### src/rtl/dvru_pkg.sv
// ----------------------------------------------------------------------------
// dvru_pkg: shared types and constants of the route update block
// Item and result layouts, action and verdict codes, cost helpers.
// ----------------------------------------------------------------------------
package dvru_pkg;

	localparam int NODE_COUNT = 64;
	localparam int COST_BITS  = 16;
	localparam int ID_W       = 6;
	localparam int DIST_W     = 16;
	localparam int IDX_W      = (NODE_COUNT > 1) ? $clog2(NODE_COUNT) : 1;

	typedef logic [COST_BITS-1:0] cost_t;
	typedef logic [IDX_W-1:0]     idx_t;
	typedef logic [ID_W-1:0]      id_t;

	localparam cost_t COST_MAX = '1;

	// action codes
	localparam logic [1:0] ACT_LINK   = 2'd0;
	localparam logic [1:0] ACT_ADVERT = 2'd1;
	localparam logic [1:0] ACT_QUERY  = 2'd2;
	// unused code: changes nothing, all result fields zero
	localparam logic [1:0] ACT_SPARE  = 2'd3;

	// verdict codes
	localparam logic [2:0] VERD_NONE   = 3'd0;
	localparam logic [2:0] VERD_BOTH   = 3'd1;
	localparam logic [2:0] VERD_UPDATE = 3'd2;
	localparam logic [2:0] VERD_HELLO  = 3'd3;
	localparam logic [2:0] VERD_IGNORE = 3'd4;

	typedef struct packed {
		logic [1:0]        action;
		id_t               neighbor_id;
		id_t               dest_id;
		logic [DIST_W-1:0] distance;
		logic              last_in_message;
	} item_t;

	typedef struct packed {
		logic [2:0]        verdict;
		logic              route_changed;
		logic              entry_valid;
		id_t               entry_next_hop;
		logic [DIST_W-1:0] entry_cost;
	} result_t;

	// table write port
	typedef struct packed {
		logic  en;
		idx_t  idx;
		id_t   next_hop;
		cost_t cost;
	} wr_t;

	// per-message bookkeeping
	typedef struct packed {
		logic mark_en;
		logic msg_end;
		logic hello_set;
	} msg_ctl_t;

	function automatic logic id_ok(input id_t id);
		return 32'(id) < NODE_COUNT;
	endfunction

	function automatic idx_t id_to_idx(input id_t id);
		logic [31:0] w;
		w = 32'(id);
		return w[IDX_W-1:0];
	endfunction

	// distance field into a cost, saturated at the maximum cost
	function automatic cost_t dist_to_cost(input logic [DIST_W-1:0] d);
		logic [31:0] w;
		w = 32'(d);
		if (w > 32'(COST_MAX)) begin
			return COST_MAX;
		end
		return w[COST_BITS-1:0];
	endfunction

	function automatic logic [DIST_W-1:0] cost_to_field(input cost_t c);
		logic [31:0] w;
		w = 32'(c);
		return w[DIST_W-1:0];
	endfunction

endpackage

### src/rtl/dvru_route_ram.sv
// ----------------------------------------------------------------------------
// dvru_route_ram: next hop and cost storage
// One write port, two read ports (neighbor cost, destination entry), read
// data registered. No reset: entries are qualified by valid flops outside.
// ----------------------------------------------------------------------------
module dvru_route_ram (
	input  logic                 clk,
	input  dvru_pkg::wr_t        wr,
	input  logic                 rd_en,
	input  dvru_pkg::idx_t       nb_idx,
	input  dvru_pkg::idx_t       dest_idx,
	output dvru_pkg::cost_t      nb_cost,
	output dvru_pkg::id_t        dest_hop,
	output dvru_pkg::cost_t      dest_cost
);
	import dvru_pkg::*;

	id_t   hop_mem  [NODE_COUNT];
	cost_t cost_mem [NODE_COUNT];

	cost_t nb_cost_q;
	id_t   dest_hop_q;
	cost_t dest_cost_q;

	// write port
	always_ff @(posedge clk) begin
		if (wr.en) begin
			hop_mem[wr.idx]  <= wr.next_hop;
			cost_mem[wr.idx] <= wr.cost;
		end
	end

	// read ports, captured when a transaction is accepted
	always_ff @(posedge clk) begin
		if (rd_en) begin
			nb_cost_q   <= cost_mem[nb_idx];
			dest_hop_q  <= hop_mem[dest_idx];
			dest_cost_q <= cost_mem[dest_idx];
		end
	end

	assign nb_cost   = nb_cost_q;
	assign dest_hop  = dest_hop_q;
	assign dest_cost = dest_cost_q;

endmodule

### src/rtl/dvru_calc.sv
// ----------------------------------------------------------------------------
// dvru_calc: route decision for one item
// Adds the neighbor cost, compares with the stored route, builds the table
// write, the per-message controls and the result.
// ----------------------------------------------------------------------------
module dvru_calc (
	input  dvru_pkg::item_t              item,
	input  logic [dvru_pkg::NODE_COUNT-1:0] valid_vec,
	input  logic [dvru_pkg::NODE_COUNT-1:0] mark_vec,
	input  logic                         hello_pending,
	input  dvru_pkg::cost_t              nb_cost,
	input  dvru_pkg::id_t                dest_hop,
	input  dvru_pkg::cost_t              dest_cost,
	output dvru_pkg::wr_t                wr,
	output dvru_pkg::msg_ctl_t           ctl,
	output dvru_pkg::result_t            res
);
	import dvru_pkg::*;

	logic                  dest_ok;
	logic                  nb_ok;
	idx_t                  dest_idx;
	idx_t                  nb_idx;
	logic                  dest_valid;
	cost_t                 base;
	cost_t                 dist_c;
	logic [COST_BITS:0]    sum;
	cost_t                 total;
	logic [NODE_COUNT-1:0] valid_nxt;
	logic [NODE_COUNT-1:0] mark_nxt;
	logic                  upd;
	logic                  hello;

	assign dest_ok    = id_ok(item.dest_id);
	assign nb_ok      = id_ok(item.neighbor_id);
	assign dest_idx   = id_to_idx(item.dest_id);
	assign nb_idx     = id_to_idx(item.neighbor_id);
	assign dest_valid = dest_ok && valid_vec[dest_idx];
	assign dist_c     = dist_to_cost(item.distance);

	// unknown neighbor counts as cost 0
	assign base  = (nb_ok && valid_vec[nb_idx]) ? nb_cost : '0;
	assign sum   = {1'b0, dist_c} + {1'b0, base};
	assign total = sum[COST_BITS] ? COST_MAX : sum[COST_BITS-1:0];

	// action decode
	always_comb begin
		wr  = '0;
		ctl = '0;
		wr.idx      = dest_idx;
		wr.next_hop = item.dest_id;
		wr.cost     = dist_c;
		unique case (item.action)
			ACT_LINK: begin
				wr.en = dest_ok;
			end
			ACT_ADVERT: begin
				wr.next_hop   = item.neighbor_id;
				wr.cost       = total;
				wr.en         = dest_ok && (!dest_valid || dest_cost > total);
				ctl.mark_en   = dest_ok;
				ctl.hello_set = wr.en;
				ctl.msg_end   = item.last_in_message;
			end
			ACT_QUERY: begin
			end
			default: begin
			end
		endcase
	end

	// message-end reduction over the table as it stands after this item
	always_comb begin
		valid_nxt = valid_vec;
		mark_nxt  = mark_vec;
		if (wr.en) begin
			valid_nxt[dest_idx] = 1'b1;
		end
		if (ctl.mark_en) begin
			mark_nxt[dest_idx] = 1'b1;
		end
	end

	assign upd   = |(valid_nxt & ~mark_nxt);
	assign hello = hello_pending || ctl.hello_set;

	// result
	always_comb begin
		res = '0;
		if (item.action != ACT_SPARE) begin
			if (ctl.msg_end) begin
				if (upd && hello) begin
					res.verdict = VERD_BOTH;
				end else if (upd) begin
					res.verdict = VERD_UPDATE;
				end else if (hello) begin
					res.verdict = VERD_HELLO;
				end else begin
					res.verdict = VERD_IGNORE;
				end
			end
			res.route_changed = wr.en;
			if (wr.en) begin
				res.entry_valid    = 1'b1;
				res.entry_next_hop = wr.next_hop;
				res.entry_cost     = cost_to_field(wr.cost);
			end else if (dest_valid) begin
				res.entry_valid    = 1'b1;
				res.entry_next_hop = dest_hop;
				res.entry_cost     = cost_to_field(dest_cost);
			end
		end
	end

endmodule

### src/rtl/distance_vector_route_update.sv
// ----------------------------------------------------------------------------
// distance_vector_route_update: distance-vector routing table update
// Link, advert and query transactions against a per-destination route table.
//
//   channel | signals                 | payload
//   req     | req_valid / req_ready   | dvru_pkg::item_t
//   rsp     | rsp_valid / rsp_ready   | dvru_pkg::result_t
//
// One transaction per cycle sustained while rsp is not stalled. The input and
// table read registers load when a request is accepted; the result register
// and rsp_valid load when the decision stage advances.
// The table read for a request happens at its accept edge; a write from the
// item ahead of it is forwarded from a write-holding register.
// Valid bits and per-message marks are flops cleared by reset: no clearing
// pass, the block is ready right after reset.
// A stalled rsp holds the decision stage; req_ready drops only then.
// ----------------------------------------------------------------------------
module distance_vector_route_update (
	input  logic               clk,
	input  logic               arst_n,
	input  logic               req_valid,
	output logic               req_ready,
	input  dvru_pkg::item_t    req,
	output logic               rsp_valid,
	input  logic               rsp_ready,
	output dvru_pkg::result_t  rsp
);
	import dvru_pkg::*;

	logic                  s1_valid_s1;
	item_t                 item_s1;
	logic                  s1_adv;
	logic                  req_acc;

	logic [NODE_COUNT-1:0] valid_q;
	logic [NODE_COUNT-1:0] mark_q;
	logic                  hello_q;

	logic                  fwd_valid_q;
	idx_t                  fwd_idx_q;
	id_t                   fwd_hop_q;
	cost_t                 fwd_cost_q;

	logic                  rsp_valid_q;
	result_t               rsp_q;

	cost_t                 ram_nb_cost;
	id_t                   ram_dest_hop;
	cost_t                 ram_dest_cost;
	cost_t                 nb_cost;
	id_t                   dest_hop;
	cost_t                 dest_cost;
	logic                  nb_hit;
	logic                  dest_hit;

	wr_t                   wr;
	wr_t                   wr_gated;
	msg_ctl_t              ctl;
	result_t               res;

	// handshake
	assign s1_adv    = s1_valid_s1 && (!rsp_valid_q || rsp_ready);
	assign req_ready = !s1_valid_s1 || s1_adv;
	assign req_acc   = req_valid && req_ready;

	// input stage
	always_ff @(posedge clk or negedge arst_n) begin
		if (!arst_n) begin
			s1_valid_s1 <= 1'b0;
		end else if (req_ready) begin
			s1_valid_s1 <= req_valid;
		end
	end

	always_ff @(posedge clk) begin
		if (req_acc) begin
			item_s1 <= req;
		end
	end

	// route storage
	assign wr_gated = s1_adv ? wr : '0;

	dvru_route_ram u_ram (
		.clk       (clk),
		.wr        (wr_gated),
		.rd_en     (req_acc),
		.nb_idx    (id_to_idx(req.neighbor_id)),
		.dest_idx  (id_to_idx(req.dest_id)),
		.nb_cost   (ram_nb_cost),
		.dest_hop  (ram_dest_hop),
		.dest_cost (ram_dest_cost)
	);

	// forward the most recent table write
	assign nb_hit    = fwd_valid_q && (fwd_idx_q == id_to_idx(item_s1.neighbor_id));
	assign dest_hit  = fwd_valid_q && (fwd_idx_q == id_to_idx(item_s1.dest_id));
	assign nb_cost   = nb_hit ? fwd_cost_q : ram_nb_cost;
	assign dest_hop  = dest_hit ? fwd_hop_q : ram_dest_hop;
	assign dest_cost = dest_hit ? fwd_cost_q : ram_dest_cost;

	always_ff @(posedge clk or negedge arst_n) begin
		if (!arst_n) begin
			fwd_valid_q <= 1'b0;
		end else if (wr_gated.en) begin
			fwd_valid_q <= 1'b1;
		end
	end

	always_ff @(posedge clk) begin
		if (wr_gated.en) begin
			fwd_idx_q  <= wr_gated.idx;
			fwd_hop_q  <= wr_gated.next_hop;
			fwd_cost_q <= wr_gated.cost;
		end
	end

	// decision
	dvru_calc u_calc (
		.item          (item_s1),
		.valid_vec     (valid_q),
		.mark_vec      (mark_q),
		.hello_pending (hello_q),
		.nb_cost       (nb_cost),
		.dest_hop      (dest_hop),
		.dest_cost     (dest_cost),
		.wr            (wr),
		.ctl           (ctl),
		.res           (res)
	);

	// valid bits, advert marks, hello flag
	always_ff @(posedge clk or negedge arst_n) begin
		if (!arst_n) begin
			valid_q <= '0;
			mark_q  <= '0;
			hello_q <= 1'b0;
		end else if (s1_adv) begin
			if (wr.en) begin
				valid_q[wr.idx] <= 1'b1;
			end
			if (ctl.msg_end) begin
				mark_q  <= '0;
				hello_q <= 1'b0;
			end else begin
				if (ctl.mark_en) begin
					mark_q[wr.idx] <= 1'b1;
				end
				if (ctl.hello_set) begin
					hello_q <= 1'b1;
				end
			end
		end
	end

	// result register
	always_ff @(posedge clk or negedge arst_n) begin
		if (!arst_n) begin
			rsp_valid_q <= 1'b0;
		end else if (s1_adv) begin
			rsp_valid_q <= 1'b1;
		end else if (rsp_ready) begin
			rsp_valid_q <= 1'b0;
		end
	end

	always_ff @(posedge clk) begin
		if (s1_adv) begin
			rsp_q <= res;
		end
	end

	assign rsp_valid = rsp_valid_q;
	assign rsp       = rsp_q;

	// checks
	a_rsp_from_stage: assert property (@(posedge clk) disable iff (!arst_n)
		$rose(rsp_valid_q) |-> $past(s1_valid_s1))
		else $error("result raised without an item in the decision stage");

	a_msg_end_clears: assert property (@(posedge clk) disable iff (!arst_n)
		(s1_adv && ctl.msg_end) |=> (!hello_q && mark_q == '0))
		else $error("message end did not clear hello flag and marks");

	a_write_sets_valid: assert property (@(posedge clk) disable iff (!arst_n)
		(s1_adv && wr.en) |=> (fwd_valid_q && valid_q[fwd_idx_q]))
		else $error("table write did not leave a valid entry");

	a_changed_is_write: assert property (@(posedge clk) disable iff (!arst_n)
		s1_adv |=> (rsp_q.route_changed == $past(wr.en)))
		else $error("route_changed disagrees with table write");

endmodule
### config.mk
export PLATFORM = sky130hd
export DESIGN_NAME = distance_vector_route_update
export DESIGN_NICKNAME = d
export VERILOG_FILES = /design/src/rtl/dvru_pkg.sv /design/src/rtl/dvru_route_ram.sv /design/src/rtl/dvru_calc.sv /design/src/rtl/distance_vector_route_update.sv
export SDC_FILE = /design/constraint.sdc
export NUM_CORES = 2
export LEC_CHECK = 0
export ABC_AREA = 0
export BUFFER_PORTS_ARGS = -buffer_cell sky130_fd_sc_hd__buf_4
export CORE_ASPECT_RATIO = 1.25
export CORE_MARGIN = 5
export CORE_UTILIZATION = 30
export DETAILED_ROUTE_END_ITERATION = 10
export MAX_ROUTING_LAYER = met4
export PLACE_DENSITY = 0.55
export SETUP_SLACK_MARGIN = 0.5
export SLEW_MARGIN = 20
export SYNTH_ARGS = -nofsm -noshare
export SYNTH_HDL_FRONTEND = slang
export SYNTH_SLANG_ARGS = --single-unit
export TNS_END_PERCENT = 50
### constraint.sdc
create_clock -name clk -period 9.4 [get_ports clk]
set_clock_uncertainty 0.05 [all_clocks]
set_input_delay 0 -clock clk [delete_from_list [all_inputs] [get_ports clk]]
set_output_delay 0 -clock clk [all_outputs]
set_load 0.005 [all_outputs]
* Word level (Yosys, flattened, before mapping)
Memory sizes are Yosys's and may differ from the RTL's. A register that Yosys moved wholly into a read port is not among the register bits.
Cells that the tools add are included.
W data, S select, Z words.
** Cells by class
- Add/sub/neg operators :: 1
- Magnitude comparators :: 4
- Equal/unequal tests :: 4
- Multiplexer cells :: 29
- Bitwise operators :: 6
- Reductions and logical operators :: 21
** Operators by type and width (count)
- $mux W64 :: 3
- $or A64 B64 Y64 :: 2
- $reduce_or A67 Y1 :: 1
- $and A64 B64 Y64 :: 1
- $mux W16 :: 4
- $not A64 Y64 :: 1
- $reduce_or A64 Y1 :: 1
- $mux W23 :: 2
- $mux W29 :: 1
- $mux W22 :: 1
- $add A16 B16 Y17 :: 1
- $gt A16 B16 Y1 :: 1
- $lt A6 B7 Y1 const B :: 2
- $bmux W1 S6 :: 2
- $eq A6 B6 Y1 :: 2
- $mux W1 :: 10
- $demux W1 S6 :: 1
- $ge A6 B1 Y1 const B :: 1
- $logic_and A1 B1 Y1 :: 6
- $mux W3 :: 2
- $mux W6 :: 1
- $logic_or A1 B1 Y1 :: 4
- $reduce_and A2 Y1 :: 2
- $reduce_bool A2 Y1 :: 2
- 8 further kinds :: 11
** Word-level totals
- Flip-flop bits (word level) :: 218
- Memory bits (writable) :: 1408
- Bits of input ports :: 35
- Output and inout bits :: 29
- Logic and storage cells :: 88
- Memories kept :: 2
** Memories
- u_ram.cost_mem :: words 64, width 16, read ports 2, clocked after memory_dff 2, wr ports 1, line dvru_route_ram.sv:19 : cost_t cost_mem [NODE_COUNT];
- u_ram.hop_mem :: words 64, width 6, read ports 1, clocked after memory_dff 1, wr ports 1, line dvru_route_ram.sv:18 : id_t hop_mem [NODE_COUNT];

* Longest topological paths before layout
- Depth after elaboration :: 15
- Gate-level depth with buffers :: 31
- Depth with buffers taken out :: 28

* By module
From an unflattened synthesis, not the netlist that was laid out.
** Unflattened totals
- Cell total of the unflattened synthesis :: 4303
- Area, all modules :: 76927.5 µm²
** Modules (own cells, without submodules)
- dvru_route_ram :: times used 1, cells each 3016, area each 63482.1 µm², sequential area each 43421.6 µm²
- distance_vector_route_update :: times used 1, cells each 584, area each 8355.5 µm², sequential area each 5885.6 µm²
- dvru_calc :: times used 1, cells each 703, area each 5089.9 µm², sequential area each 0.0 µm²

* Worst setup path before layout
No wires, ideal clock.
- Path type :: reg2reg
- From :: register item_s1[23] (netlist bit)
- To :: memory u_ram.cost_mem[57][0] (netlist bit) (enable)
- Arrival time :: 8321 ps
- Data required time :: 8920 ps
- Path slack :: 598 ps
- Stages on the path, launching flop included :: 30
- Path through :: edfxtp_1 -> clkbuf_1 -> buf_2 -> mux4_2 -> mux4_2 -> mux2i_1 -> nand2_1 -> o21ai_1 -> nor2_1 -> ha_1 -> fa_1 -> a21o_1 -> a21oi_1 -> o21ai_0 -> a31oi_1 -> o21bai_1 -> a211o_1 -> clkbuf_1 -> buf_1 -> nor2_1 -> ha_1 -> and4_1 -> and4_1 -> a31oi_1 -> a2bb2oi_2 -> inv_1 -> nand2_1 -> inv_2 -> nand2_1 -> nor3_1
** RTL lines
- start: declaration :: line distance_vector_route_update.sv:31 : item_t item_s1;
- start signal: assignment :: line distance_vector_route_update.sv:77 : item_s1 <= req;
- end: declaration :: line dvru_route_ram.sv:19

* Worst setup path after layout
- From :: register item_s1[23] (netlist bit)
- To :: memory u_ram.cost_mem[37][0] (netlist bit) (enable)
** Between the ends
- Cells in the longest elaborated chain, start to end :: 12
- Elaborated cells on any way between the ends :: 14
** RTL lines
- branches (longest 3 deep; another with $bmux W1 S6)
- $mux W16 (*) :: line dvru_calc.sv:42 : assign base = (nb_ok && valid_vec[nb_idx]) ? nb_cost : '0;
- $add A16 B16 Y17 (*) :: line dvru_calc.sv:43 : assign sum = {1'b0, dist_c} + {1'b0, base};
- $mux W16 (*) :: line dvru_calc.sv:44 : assign total = sum[COST_BITS] ? COST_MAX : sum[COST_BITS-1:0];
- $gt A16 B16 Y1 (*) :: line dvru_calc.sv:60 : wr.en = dest_ok && (!dest_valid || dest_cost > total);
- $logic_or A1 B1 Y1 (*) :: line dvru_calc.sv:60
- $pmux W1 S2 (*) :: line dvru_calc.sv:53 : unique case (item.action)
- $mux W29 (*) :: line distance_vector_route_update.sv:82 : assign wr_gated = s1_adv ? wr : '0;
- $mux W1 (*) :: line dvru_route_ram.sv:27 : if (wr.en) begin
- $mux W1 (not written as such) (*) :: line dvru_route_ram.sv:29 : cost_mem[wr.idx] <= wr.cost;
Every way passes the cells marked *. The select of a mux whose other input is x is not followed.

==> run metrics <==
starting density of the core 30.1%; Slew HR between 20 and 25%; die footprint 0.261 mm2; result of the run finished with violations; core footprint between 0.2 and 0.25 mm2; worst-skew pair later-pin latency ~870 ps; maximum vdd ir drop between 0.1 and 0.15 mV; summed instance area of the synthesized netlist approximately 0.075 mm2; slew at the pin closest to its max-slew limit approximately 1200 ps; final clock period utilization by the worst path around nine tenths; global-route wire length before repair 345000 um; reg-to-reg critical path endpoint u_ram.cost_mem[37][0]; worst-path fanout max between 40 and 50; slowest stage cell on the critical path sky130_fd_sc_hd__nor2_2; routed via count roughly 42000; total power divided by cell area about 200 mW/mm2; Synth async-reset ratio between 7 and 8%; hold_ws -3.51 ps; RSZ-0062 raised after global routing yes; Port Buffers 63; Fin Setup TNS 0 ps; Post-route DRC 0; final wirelength about 250000 um; number of fill cells ~23000; CTS tree built; Crit Path Category reg2reg; Worst Reg2Reg Path Length in Cells 25; CP required roughly 9800 ps; max-slew violation total from the final report 0; final weighted congestion of routability-driven global placement slightly above 1; Critical Path Max Stage Delay 900 ps; estimated wirelength of the detail-placed design between 150000 and 200000 um; crit path time final 8620 ps; cell chosen for the clock root sky130_fd_sc_hd__clkbuf_16; vias per cell ~5.6; Gate Count Post-Synth about 3800; post-detailed-route count of antenna-violating nets 0; Final nets ~4000; fraction of layout instances using a drive strength above 1 35.7%; share of power burned in combinational logic between 10% and 20%; part of the total power dissipated in the clock network between 30% and 40%; cts bufs inserted about 180; leakage power total around 27 nW; Hold Crit Depth 2; net count of the mapped netlist 3842; CTS H-tree lvls 4; distinct cell type count after synthesis 78; MaxCap Viol Count 0; die width about 460 um; average wire per standard cell around 33 um; violations in the final reports hold timing; number of hold-slack violations in the final timing report 1; switching power as a share of total power ~25%; TritonCTS sink count 1664; count of buffer and inverter cells on the critical path 4; most frequent standard cell in the layout excluding fill and tap cells sky130_fd_sc_hd__edfxtp_1; number of standard-cell rows in the floorplan slightly above 200; endpoint type of the worst setup path flip-flop; startpoint of the most critical hold path req[24]; worst hold path class in2reg; internal power contribution 0.0130 W; clock slew at reported path FFs roughly 60 ps; largest net degree at the start of global routing 97; endpoint of the worst hold-timing path item_s1[24]; most used flip-flop cell after synthesis sky130_fd_sc_hd__edfxtp_1; Syn Area/Cell approximately 20 um2; First DRT Iteration DRCs about 5000; warning count from the yosys run 0; setup slack of the most critical reg-to-reg path just under 800 ps; portion of the post-synthesis area used by sequential elements 65.6%; achievable clock frequency ~120 MHz; antenna violations before repair 24; sequential share of power between 40% and 50%; total grt overflow 0; final count of negative-setup-slack endpoints 0; Die Ht around 570 um; crit path DAT about 9000 ps; number of optimization iterations in the first detailed-route pass 8; startpoint of the worst register-to-register path item_s1[23]; total global routing track utilization about a fifth; CTS max path bufs 4; ports placed on the boundary 64; relative area change from synthesis to final layout 15.2%; utilization of the core after routing between 30% and 40%; Startpoint Class flip-flop; leading cell types in the layout, fill and taps excluded sky130_fd_sc_hd__edfxtp_1, sky130_fd_sc_hd__mux4_2, sky130_fd_sc_hd__clkbuf_16; vias in the first global route ~43000; dominant delay contributor by cell family on the critical path compound AO/OA/AOI/OAI gates; number of flops mapped to enable cells by yosys ~1500; NetSw 0.00427 W; count of state elements after synthesis between 1500 and 2000
==> power by group through the flow <==
stage,Clock (W),Combinational [W],Sequential (W)
after floorplan,0,0.00112,0.00855
after global placement,0,0.00190,0.00859
after detailed placement,0,0.00189,0.00860
after CTS,0.00701,0.00192,0.00844
after global routing,0.00731,0.00202,0.00845
final,0.00687,0.00192,0.00845
==> sequential cells by signal, summed over array words and instances, names as in the netlist <==
name             count
rsp                 27
valid_q             64
u_ram.dest_cost     16
hello_q              1
u_ram.cost_mem    1024
item_s1             31
u_ram.hop_mem      384
rsp_valid            1
fwd_valid_q          1
fwd_cost_q          16
fwd_hop_q            6
u_ram.nb_cost       16
s1_valid_s1          1
u_ram.dest_hop       6
mark_q              64
fwd_idx_q            6
==> Yosys cell counts, types with 40 or more instances <==
| master | n | area, um2 |
|---|---|---|
| sky130_fd_sc_hd__buf_1 | 72 | 270 |
| sky130_fd_sc_hd__dfrtp_1 | 132 | 3300 |
| sky130_fd_sc_hd__mux2i_1 | 46 | 460 |
| sky130_fd_sc_hd__or2_2 | 50 | 313 |
| sky130_fd_sc_hd__nor3_1 | 44 | 220 |
| sky130_fd_sc_hd__nand2b_1 | 40 | 250 |
| sky130_fd_sc_hd__mux4_2 | 827 | 18600 |
| sky130_fd_sc_hd__clkbuf_1 | 171 | 642 |
| sky130_fd_sc_hd__nand2_1 | 79 | 297 |
| sky130_fd_sc_hd__inv_1 | 46 | 173 |
| sky130_fd_sc_hd__a21oi_1 | 61 | 305 |
| sky130_fd_sc_hd__a31oi_1 | 50 | 313 |
| sky130_fd_sc_hd__o21ai_0 | 50 | 250 |
| sky130_fd_sc_hd__edfxtp_1 | 1532 | 46000 |
| sky130_fd_sc_hd__nor2_1 | 204 | 766 |
==> through the flow <==
stage	hold slack [ps]	setup WS, ps	total power [W]	instance area, um2	std cells
after global placement	53.9	109	0.0105	80500	6995
after floorplan	-346	598	0.00966	75200	3774
final	-3.51	776	0.0172	86600	7360
after detailed placement	54.9	287	0.0105	80500	6996
after CTS	125	590	0.0174	86600	7356
after global routing	55.0	463	0.0178	86600	7358
==> layer usage <==
layer | track usage, % | wire length (um) | vias up
li1 | - | - | 16400
met1 | 25.0 | 99200 | 22800
met2 | 30.5 | 120000 | 1898
met3 | 3.02 | 18100 | 416
met4 | 5.68 | 8460 | 0
met5 | - | 0 | -
==> kinds of logic after synthesis <==
group / share of synthesized area (%)
flops: 65.6
compound gates: 2.66
buf+inv: 1.73
mux: 25.6
fa+ha+maj: 0.559
xor+xnor: 0.291
simple gates: 3.63
==> how the worst max path moves through the flow <==
stage | from | end | slack [ps] | cells after the start
detailed placement | item_s1[24] | u_ram.cost_mem[32][9] | 290 | 25
global route | item_s1[23] | u_ram.hop_mem[23][0] | 460 | 25
floorplan | item_s1[23] | u_ram.cost_mem[57][0] | 600 | 29
finish | item_s1[23] | u_ram.cost_mem[37][0] | 780 | 25
global placement | item_s1[24] | u_ram.cost_mem[5][4] | 110 | 24
CTS | item_s1[23] | u_ram.cost_mem[36][12] | 590 | 28
==> worst reg2reg max path, stage by stage, from the launching register on <==
cell and delay [ps]:
sky130_fd_sc_hd__edfxtp_1 350, sky130_fd_sc_hd__buf_6 280, sky130_fd_sc_hd__mux4_2 590, sky130_fd_sc_hd__mux4_2 520, sky130_fd_sc_hd__mux2_2 300, sky130_fd_sc_hd__o21ai_1 270
sky130_fd_sc_hd__buf_4 320, sky130_fd_sc_hd__nor2_1 90, sky130_fd_sc_hd__ha_1 220, sky130_fd_sc_hd__fa_1 440, sky130_fd_sc_hd__a21o_1 240, sky130_fd_sc_hd__a21oi_1 280
sky130_fd_sc_hd__o21ai_0 190, sky130_fd_sc_hd__a31oi_1 310, sky130_fd_sc_hd__o21bai_1 150, sky130_fd_sc_hd__a211o_2 540, sky130_fd_sc_hd__nor2_1 190, sky130_fd_sc_hd__ha_1 270
sky130_fd_sc_hd__and4_1 250, sky130_fd_sc_hd__and4_1 240, sky130_fd_sc_hd__a31oi_1 330, sky130_fd_sc_hd__a2bb2oi_4 90, sky130_fd_sc_hd__inv_1 180, sky130_fd_sc_hd__nand2_4 270
sky130_fd_sc_hd__buf_12 360, sky130_fd_sc_hd__nor2_2 970
==> layout make-up <==
| class | count | area, um2 | share of cell area, % |
|---|---|---|---|
| diodes | 3 | 7.51 | 0.00867 |
| clock buffers | 222 | 4740 | 5.48 |
| clock inverters | 82 | 771 | 0.890 |
| inverters | 47 | 176 | 0.204 |
| multi-input cells | 1786 | 25300 | 29.2 |
| flip-flops and latches | 1664 | 49300 | 56.9 |
| well taps | 3312 | 4140 | 4.78 |
| repair buffers | 244 | 2170 | 2.50 |
==> timing repair <==
action                                  CTS  global route
pin swaps                                 3             5
hold buffers                             52             0
gates cloned                              1             1
endpoints found under the setup margin  402           484
endpoints found under the hold margin   202             0
setup buffers                             3             0
resized for setup                         5             4
No activity file was read; power rests on OpenSTA's default activity.
